`config.mk`:
```
export PLATFORM = sky130hd
export DESIGN_NAME = lsb_first_bit_packer_unit
export DESIGN_NICKNAME = d
export VERILOG_FILES = /design/src/rtl/lbp_pkg.sv /design/src/rtl/lbp_front.sv /design/src/rtl/lbp_cmd_fifo.sv /design/src/rtl/lbp_back.sv /design/src/rtl/lsb_first_bit_packer_unit.sv
export SDC_FILE = /design/constraint.sdc
export NUM_CORES = 1
export LEC_CHECK = 0
export BUFFER_PORTS_ARGS = -buffer_cell sky130_fd_sc_hd__buf_2
export CAP_MARGIN = 20
export CORE_MARGIN = 5
export CORE_UTILIZATION = 32
export CTS_CLUSTER_SIZE = 24
export DETAILED_ROUTE_END_ITERATION = 10
export PLACE_DENSITY = 0.47
export SYNTH_ARGS = -nofsm -noshare
export SYNTH_HDL_FRONTEND = slang
export SYNTH_HIERARCHICAL = 1
export SYNTH_SLANG_ARGS = --single-unit
```
`constraint.sdc`:
```
create_clock -name clk_i -period 8.8 [get_ports clk_i]
set_clock_uncertainty 0.1 [all_clocks]
set_input_delay 0 -clock clk_i [delete_from_list [all_inputs] [get_ports clk_i]]
set_output_delay 0 -clock clk_i [all_outputs]
set_load 0.005 [all_outputs]
```
`src/rtl/lbp_pkg.sv`:
```
// ----------------------------------------------------------------------------
// lbp_pkg
// Shared types and constants for the LSB-first bit packer: item structs,
// request codes and the command control word passed from front to back.
// ----------------------------------------------------------------------------
package lbp_pkg;

  localparam int unsigned LBP_MAX_BITS    = 32;
  localparam int unsigned LBP_VALUE_W     = 32;
  localparam int unsigned LBP_BITCNT_W    = 6;
  localparam int unsigned LBP_CNT_W       = 24;
  // byte count of one command; covers up to 15 bytes per item
  localparam int unsigned LBP_EMIT_W      = 4;
  localparam int unsigned LBP_Q_DEPTH     = 2;

  localparam logic [LBP_CNT_W-1:0] LBP_CAP_RESET = '1;

  localparam logic LBP_REQ_WRITE = 1'b0;
  localparam logic LBP_REQ_FLUSH = 1'b1;

  typedef struct packed {
    logic                    req_type;
    logic [LBP_VALUE_W-1:0]  value;
    logic [LBP_BITCNT_W-1:0] bit_count;
  } lbp_in_t;

  typedef struct packed {
    logic [7:0]           out_byte;
    logic                 byte_valid;
    logic                 ok;
    logic                 last;
    logic [LBP_CNT_W-1:0] bytes_written;
  } lbp_out_t;

  typedef struct packed {
    logic                  fail;
    logic [LBP_EMIT_W-1:0] emit;
    logic [LBP_CNT_W-1:0]  base;
  } lbp_ctl_t;

endpackage

```
`src/rtl/lbp_front.sv`:
```
// ----------------------------------------------------------------------------
// lbp_front
// Accepts items, merges new bits with the partial byte, checks capacity and
// issues one command per item that says how many bytes to deliver.
// ----------------------------------------------------------------------------
module lbp_front #(
  parameter int unsigned MAX_BITS = lbp_pkg::LBP_MAX_BITS
) (
  input  logic                                  clk_i,
  input  logic                                  rst_ni,
  input  logic                                  cfg_we_i,
  input  logic [lbp_pkg::LBP_CNT_W-1:0]         cfg_wdata_i,
  input  logic                                  accept_i,
  input  lbp_pkg::lbp_in_t                      in_item_i,
  output lbp_pkg::lbp_ctl_t                     cmd_ctl_o,
  output logic [((MAX_BITS+7)/8)*8-1:0]         cmd_word_o
);

  localparam int unsigned NumBytes = (MAX_BITS + 7) / 8;
  localparam int unsigned WordW    = (NumBytes + 1) * 8;
  localparam int unsigned CntW     = $clog2(MAX_BITS + 1);
  localparam int unsigned SumW     = CntW + 1;
  localparam int unsigned EmitW    = lbp_pkg::LBP_EMIT_W;
  localparam int unsigned CountW   = lbp_pkg::LBP_CNT_W;

  logic [CountW-1:0] cap_q;
  logic [6:0]        partial_q, partial_d;
  logic [2:0]        pos_q, pos_d;
  logic [CountW-1:0] count_q, count_d;

  logic [CntW-1:0]   cnt_cap;
  logic [WordW-1:0]  val_ext, in_bits, word;
  logic [SumW-1:0]   sum;
  logic [EmitW-1:0]  nbytes;
  logic [6:0]        rem;
  logic [CountW-1:0] avail;
  logic              at_cap;

  always_comb begin
    if (32'(in_item_i.bit_count) > 32'(MAX_BITS)) begin
      cnt_cap = CntW'(MAX_BITS);
    end else begin
      cnt_cap = CntW'(in_item_i.bit_count);
    end

    val_ext = WordW'(in_item_i.value);
    for (int i = 0; i < WordW; i++) begin
      in_bits[i] = val_ext[i] & (i < int'(cnt_cap));
    end

    word   = (in_bits << pos_q) | WordW'(partial_q);
    sum    = SumW'(pos_q) + SumW'(cnt_cap);
    nbytes = EmitW'(sum >> 3);

    rem = '0;
    for (int j = 0; j <= NumBytes; j++) begin
      if (nbytes == EmitW'(j)) begin
        rem = word[j*8 +: 7];
      end
    end

    avail  = cap_q - count_q;
    at_cap = (count_q >= cap_q);

    cmd_ctl_o.fail = 1'b0;
    cmd_ctl_o.emit = '0;
    cmd_ctl_o.base = count_q;
    cmd_word_o     = word[NumBytes*8-1:0];
    partial_d      = partial_q;
    pos_d          = pos_q;

    if (at_cap) begin
      cmd_ctl_o.fail = 1'b1;
    end else if (in_item_i.req_type == lbp_pkg::LBP_REQ_FLUSH) begin
      cmd_word_o = (NumBytes*8)'(partial_q);
      if (pos_q != 3'd0) begin
        cmd_ctl_o.emit = EmitW'(1);
      end
      partial_d = '0;
      pos_d     = '0;
    end else if (avail >= CountW'(nbytes)) begin
      cmd_ctl_o.emit = nbytes;
      partial_d      = rem;
      pos_d          = sum[2:0];
    end else begin
      // capacity runs out inside this write: drop the rest
      cmd_ctl_o.emit = avail[EmitW-1:0];
      cmd_ctl_o.fail = 1'b1;
      partial_d      = '0;
      pos_d          = '0;
    end

    count_d = count_q + CountW'(cmd_ctl_o.emit);
  end

  always_ff @(posedge clk_i or negedge rst_ni) begin
    if (!rst_ni) begin
      cap_q     <= lbp_pkg::LBP_CAP_RESET;
      partial_q <= '0;
      pos_q     <= '0;
      count_q   <= '0;
    end else begin
      if (cfg_we_i) begin
        cap_q <= cfg_wdata_i;
      end
      if (accept_i) begin
        partial_q <= partial_d;
        pos_q     <= pos_d;
        count_q   <= count_d;
      end
    end
  end

  // bits above the current position are always clear
  a_partial_clean : assert property (@(posedge clk_i) disable iff (!rst_ni)
    (partial_q >> pos_q) == 7'd0)
    else $error("partial byte holds bits above bit position");

endmodule

```
`src/rtl/lbp_cmd_fifo.sv`:
```
// ----------------------------------------------------------------------------
// lbp_cmd_fifo
// Short command queue between front and back.
// ----------------------------------------------------------------------------
module lbp_cmd_fifo #(
  parameter int unsigned Width = 8,
  parameter int unsigned Depth = lbp_pkg::LBP_Q_DEPTH
) (
  input  logic             clk_i,
  input  logic             rst_ni,
  input  logic             wr_en_i,
  input  logic [Width-1:0] wr_data_i,
  output logic             full_o,
  input  logic             rd_en_i,
  output logic [Width-1:0] rd_data_o,
  output logic             not_empty_o
);

  localparam int unsigned PtrW = (Depth > 1) ? $clog2(Depth) : 1;
  localparam int unsigned CntW = $clog2(Depth + 1);

  logic [Width-1:0] mem_q [Depth];
  logic [PtrW-1:0]  wr_ptr_q, rd_ptr_q;
  logic [CntW-1:0]  count_q;

  assign full_o      = (count_q == CntW'(Depth));
  assign not_empty_o = (count_q != '0);
  assign rd_data_o   = mem_q[rd_ptr_q];

  always_ff @(posedge clk_i) begin
    if (wr_en_i) begin
      mem_q[wr_ptr_q] <= wr_data_i;
    end
  end

  always_ff @(posedge clk_i or negedge rst_ni) begin
    if (!rst_ni) begin
      wr_ptr_q <= '0;
      rd_ptr_q <= '0;
      count_q  <= '0;
    end else begin
      if (wr_en_i) begin
        wr_ptr_q <= (wr_ptr_q == PtrW'(Depth - 1)) ? '0 : wr_ptr_q + PtrW'(1);
      end
      if (rd_en_i) begin
        rd_ptr_q <= (rd_ptr_q == PtrW'(Depth - 1)) ? '0 : rd_ptr_q + PtrW'(1);
      end
      case ({wr_en_i, rd_en_i})
        2'b10:   count_q <= count_q + CntW'(1);
        2'b01:   count_q <= count_q - CntW'(1);
        default: count_q <= count_q;
      endcase
    end
  end

endmodule

```
`src/rtl/lbp_back.sv`:
```
// ----------------------------------------------------------------------------
// lbp_back
// Walks each command one result per cycle, while the reader pops, into a registered output stage.
// ----------------------------------------------------------------------------
module lbp_back #(
  parameter int unsigned MAX_BITS = lbp_pkg::LBP_MAX_BITS
) (
  input  logic                          clk_i,
  input  logic                          rst_ni,
  input  logic                          head_vld_i,
  input  lbp_pkg::lbp_ctl_t             head_ctl_i,
  input  logic [((MAX_BITS+7)/8)*8-1:0] head_word_i,
  output logic                          head_pop_o,
  input  logic                          pop,
  output logic                          empty,
  output lbp_pkg::lbp_out_t             out_item_o
);

  localparam int unsigned NumBytes = (MAX_BITS + 7) / 8;
  localparam int unsigned EmitW    = lbp_pkg::LBP_EMIT_W;
  localparam int unsigned CountW   = lbp_pkg::LBP_CNT_W;

  logic [EmitW-1:0]  idx_q;
  logic              out_vld_q;
  lbp_pkg::lbp_out_t out_q, res;
  logic              is_byte, advance;
  logic [7:0]        sel_byte;

  always_comb begin
    sel_byte = '0;
    for (int j = 0; j < NumBytes; j++) begin
      if (idx_q == EmitW'(j)) begin
        sel_byte = head_word_i[j*8 +: 8];
      end
    end

    is_byte = (idx_q < head_ctl_i.emit);

    res.out_byte      = is_byte ? sel_byte : 8'd0;
    res.byte_valid    = is_byte;
    res.ok            = is_byte | ~head_ctl_i.fail;
    res.last          = is_byte ? ((idx_q == head_ctl_i.emit - EmitW'(1)) & ~head_ctl_i.fail)
                                : 1'b1;
    res.bytes_written = head_ctl_i.base + CountW'(idx_q) + CountW'(is_byte);
  end

  assign advance    = !out_vld_q || pop;
  assign head_pop_o = advance && head_vld_i && res.last;
  assign empty      = !out_vld_q;
  assign out_item_o = out_q;

  always_ff @(posedge clk_i) begin
    if (advance && head_vld_i) begin
      out_q <= res;
    end
  end

  always_ff @(posedge clk_i or negedge rst_ni) begin
    if (!rst_ni) begin
      idx_q     <= '0;
      out_vld_q <= 1'b0;
    end else if (advance) begin
      out_vld_q <= head_vld_i;
      if (head_vld_i) begin
        // advance within the command, or restart on its final result
        idx_q <= res.last ? '0 : idx_q + EmitW'(1);
      end
    end
  end

  a_idx_range : assert property (@(posedge clk_i) disable iff (!rst_ni)
    head_vld_i |-> idx_q <= head_ctl_i.emit)
    else $error("result index ran past the command byte count");

  a_novalid_last : assert property (@(posedge clk_i) disable iff (!rst_ni)
    (out_vld_q && !out_q.byte_valid) |-> (out_q.last && out_q.out_byte == 8'd0))
    else $error("byteless result must close its transaction with a zero byte");

  a_fail_last : assert property (@(posedge clk_i) disable iff (!rst_ni)
    (out_vld_q && !out_q.ok) |-> (out_q.last && !out_q.byte_valid))
    else $error("failure reported on a result that is not final");

endmodule

```
`src/rtl/lsb_first_bit_packer_unit.sv`:
```
// ----------------------------------------------------------------------------
// lsb_first_bit_packer_unit
// Packs bit fields into bytes, least significant bit first, with a byte
// capacity limit and zero-padded flush.
//
//   channel  direction  handshake          payload
//   input    in         push / full        in_item_i  (lbp_in_t)
//   result   out        pop / empty        out_item_o (lbp_out_t)
//   config   in         cfg_we_i           cfg_wdata_i (capacity in bytes)
//
// An item gives 1 to 4 results at MAX_BITS = 32, which the output stage
// delivers one per cycle while the reader pops.
// A result passes through the command queue and the output register before it shows on the outputs.
// Reset sets capacity to 16777215 and clears the partial byte and count;
// there is no clearing pass.
// Input and result sides stall independently through the command queue and
// the output register.
// ----------------------------------------------------------------------------
module lsb_first_bit_packer_unit #(
  parameter int unsigned MAX_BITS = lbp_pkg::LBP_MAX_BITS
) (
  input  logic                          clk_i,
  input  logic                          rst_ni,
  input  logic                          cfg_we_i,
  input  logic [lbp_pkg::LBP_CNT_W-1:0] cfg_wdata_i,
  input  logic                          push,
  output logic                          full,
  input  lbp_pkg::lbp_in_t              in_item_i,
  input  logic                          pop,
  output logic                          empty,
  output lbp_pkg::lbp_out_t             out_item_o
);

  localparam int unsigned NumBytes = (MAX_BITS + 7) / 8;
  localparam int unsigned WordW    = NumBytes * 8;
  localparam int unsigned QueueW   = $bits(lbp_pkg::lbp_ctl_t) + WordW;

  logic              accept;
  lbp_pkg::lbp_ctl_t cmd_ctl, head_ctl;
  logic [WordW-1:0]  cmd_word, head_word;
  logic              head_vld, head_pop;

  assign accept = push && !full;

  lbp_front #(
    .MAX_BITS (MAX_BITS)
  ) u_front (
    .clk_i       (clk_i),
    .rst_ni      (rst_ni),
    .cfg_we_i    (cfg_we_i),
    .cfg_wdata_i (cfg_wdata_i),
    .accept_i    (accept),
    .in_item_i   (in_item_i),
    .cmd_ctl_o   (cmd_ctl),
    .cmd_word_o  (cmd_word)
  );

  lbp_cmd_fifo #(
    .Width (QueueW),
    .Depth (lbp_pkg::LBP_Q_DEPTH)
  ) u_cmd_fifo (
    .clk_i       (clk_i),
    .rst_ni      (rst_ni),
    .wr_en_i     (accept),
    .wr_data_i   ({cmd_ctl, cmd_word}),
    .full_o      (full),
    .rd_en_i     (head_pop),
    .rd_data_o   ({head_ctl, head_word}),
    .not_empty_o (head_vld)
  );

  lbp_back #(
    .MAX_BITS (MAX_BITS)
  ) u_back (
    .clk_i       (clk_i),
    .rst_ni      (rst_ni),
    .head_vld_i  (head_vld),
    .head_ctl_i  (head_ctl),
    .head_word_i (head_word),
    .head_pop_o  (head_pop),
    .pop         (pop),
    .empty       (empty),
    .out_item_o  (out_item_o)
  );

endmodule

```
==> results.toml <==
[cts]
cts.repair.resized = 0
cts_buffers = 26
cts_max_level = 1
clkTransAtPathRegs_ns = 0.06
cts_sinks = 224
clock_path_buffers = 3
clk-insertion-delay-late_ns = 0.54
tritoncts = "yes"
cts-root-buf = "clkbuf_16"

[pwr]
peakVddDrop_v = 0.000136
leakagePower_nw = 6.24
pwr-share-comb_pct = 42.1
power_mw = 4.92
seqPwrFrac_pct = 35.6
power_density_nw_per_um2 = 306
p_switching_mw = 1.78
power_frac_clock_pct = 22.3
switching_share_pct = 36.2
p_int_mw = 3.14

[sta]
max_slew_margin_pct = 34.6
drv_slew = 0
finalSetupTns_ns = 0
fmax_mhz = 152
finalCritPeriodShare_pct = 74.9
hold_viol = 0
worst_slew_pin_slew_ns = 0.978
min_period_ns = 6.59
grt_setup_unrepaired = "false"
finalSetupViolCount = 0

[floorplanning]
dieArea_um2 = 47100
start_util_pct = 32.5
rows = 75
io_pins = 105
die_y_um = 217
die_w_um = 217
core_area_um2 = 42100

[setup_path]
critPathKind = "flip-flop to flip-flop"
worstPathArrival_ns = 6.91
cp_max_fo = 54
critical-path-slowest-cell = "or4_4"
worstRegToRegCells = 28
r2r-end = "u_front/count_q[22]"
cp.required_ns = 9.12
cp-end-kind = "flip-flop"
crit_start = "u_front/pos_q[0]"
r2r_start = "u_front/pos_q[0]"
start_kind = "flip-flop"
endpoint = "u_front/count_q[22]"
r2r_slack_ns = 2.21
slowest_delay_ns = 0.55

[yosys]
syn_area_um2 = 13700
ys_seq_area_share_pct = 46.9
ys_ff_latch = 224
async_reset_ff_share_pct = 29.9
syn_inst = 1236
synth_area_per_cell_um2 = 11.1
synthFlopType = "edfxtp_1"
yosysWarnings = 6
synth.net_count = 1355
synth_edf_count = 157
synth_cell_type_count = 107

[final_layout]
area_delta_synth_final_pct = 17.2
drive_gt1_share_pct = 23.9
final_nets = 1491
final_common_cell = "edfxtp_1"
final_cell_mix = "edfxtp_1 (157), nand2_1 (129), buf_2 (103), nor2_1 (83), a21oi_1 (66)"

[drt]
drtIter0Drc = 582
first_pass_iters = 4
via_count = 9769
drt-total-wl_um = 35000
drc_errors = 0
via_per_inst = 5.06
antenna_left = 0
detail_route.wl_per_cell_um = 18.1

[worst_hold_path]
min_path_type = "primary input to flip-flop"

[status]
status = "finished, final reports clean"

[global_routing]
grt_first_pass_wirelength_um = 55300
globalRouteTotalUtil_pct = 14.5
grt_pass1_vias = 9678
antenna_found_initial = 1
grt_max_degree = 68
grt_overflow = 0

[placement]
post-dp-hpwl_um = 25400
gp_congestion = 0.866
portBuffers = 104

[flow_run]
maxCapViolCount = 0
## final cells by class
cell class / instances / area (µm²)
diodes: 1 / 2.50
clock buffers: 33 / 687
clock inverters: 15 / 185
fillers: 4088 / 26100
inverters: 67 / 251
multi-input cells: 884 / 6670
flip-flops and latches: 224 / 6420
well taps: 539 / 674
repair buffers: 169 / 1170
## routing by layer
metal  vias to the layer above  routed length, µm  track usage, %
li1                       4840                  -               -
met1                      4705              17700            21.8
met2                       184              15300            22.1
met3                        40               1330            1.82
met4                         0                624            3.52
met5                         -                  0               0
## power by group through the flow
stage | clock (mW) | sequential, mW | combinational (mW)
floorplan | 0 | 1.71 | 1.59
global placement | 0 | 1.77 | 2.05
detailed placement | 0 | 1.78 | 2.05
CTS | 1.13 | 1.76 | 2.09
global route | 1.17 | 1.79 | 2.29
finish | 1.10 | 1.75 | 2.07
## cell families (layout without fill, tap and decap cells)
| group | count (synthesis) | after routing | share of synthesized area [%] |
|---|---|---|---|
| DFF | 224 | 224 | 46.9 |
| adders and majority gates | 51 | 51 | 4.88 |
| buffers and inverters | 128 | 284 | 4.52 |
| muxes | 123 | 123 | 11.5 |
| xor gates and xnor gates | 61 | 61 | 4.00 |
| AOI/OAI and AO/OA | 281 | 281 | 14.7 |
| and+or+nand+nor | 367 | 367 | 13.5 |
| other | 1 | 2 | 0.0274 |
## cells in the mapped netlist (34+ instances only)
library cell	n	area share [%]
clkbuf_1	38	1.0
mux2_4	59	6.5
a21oi_1	66	2.4
nor2_1	84	2.3
xnor2_1	49	3.1
ha_1	47	4.3
edfxtp_1	157	34
nand2_1	129	3.5
mux2_2	34	2.8
inv_1	65	1.8
dfrtp_1	43	7.9
o21ai_0	51	1.9
## critical path, delay by kind of cell, from the launching register on
family	cells	cell delay (ns)
flops	1	0.32
simple gates	10	2.43
xor+xnor	2	0.31
mux	1	0.24
compound gates	6	0.80
buf+inv	4	0.71
fa+ha+maj	5	1.55
## flip-flops by register name, indices dropped and copies added (netlist names)
register and flops:
u_cmd_fifo/count_q 2, u_front/cap_q 24, u_cmd_fifo/mem_q 122, u_back/out_item_o 35, u_cmd_fifo/rd_ptr_q 1, u_back/idx_q 4
u_front/partial_q 7, u_cmd_fifo/wr_ptr_q 1, u_front/pos_q 3, u_front/count_q 24, u_back/out_vld_q 1
## stage by stage
stage               cells  hold WS, ns  utilization (%)  cell area, µm²  worst slack [ns]
global route         1932        0.112             38.1           16100              1.63
floorplan            1236       -0.396                -           13700              3.07
finish               1932       0.0818             38.1           16100              2.21
global placement     1827        0.116             34.7           14600              2.32
detailed placement   1827        0.121             34.7           14600              2.18
CTS                  1929       0.0492             38.0           16000              2.18
## how the worst min path moves through the flow
stage                  startpoint                    end  slack, ns  cells past startpoint
floorplan                  rst_ni        u_back/idx_q[0]      -0.40                      0
CTS                 in_item_i[37]   u_front/partial_q[6]       0.05                      6
global route         in_item_i[0]       u_front/pos_q[0]       0.11                      5
global placement           rst_ni  u_cmd_fifo/count_q[1]       0.12                      1
finish               in_item_i[0]       u_front/pos_q[0]       0.08                      5
detailed placement         rst_ni  u_cmd_fifo/count_q[1]       0.12                      1
## repair_timing
action	CTS	global route
setup buffers	0	0
hold buffers	54	1
hold endpoints to repair	89	9
Power figures use the tool's default switching activity.
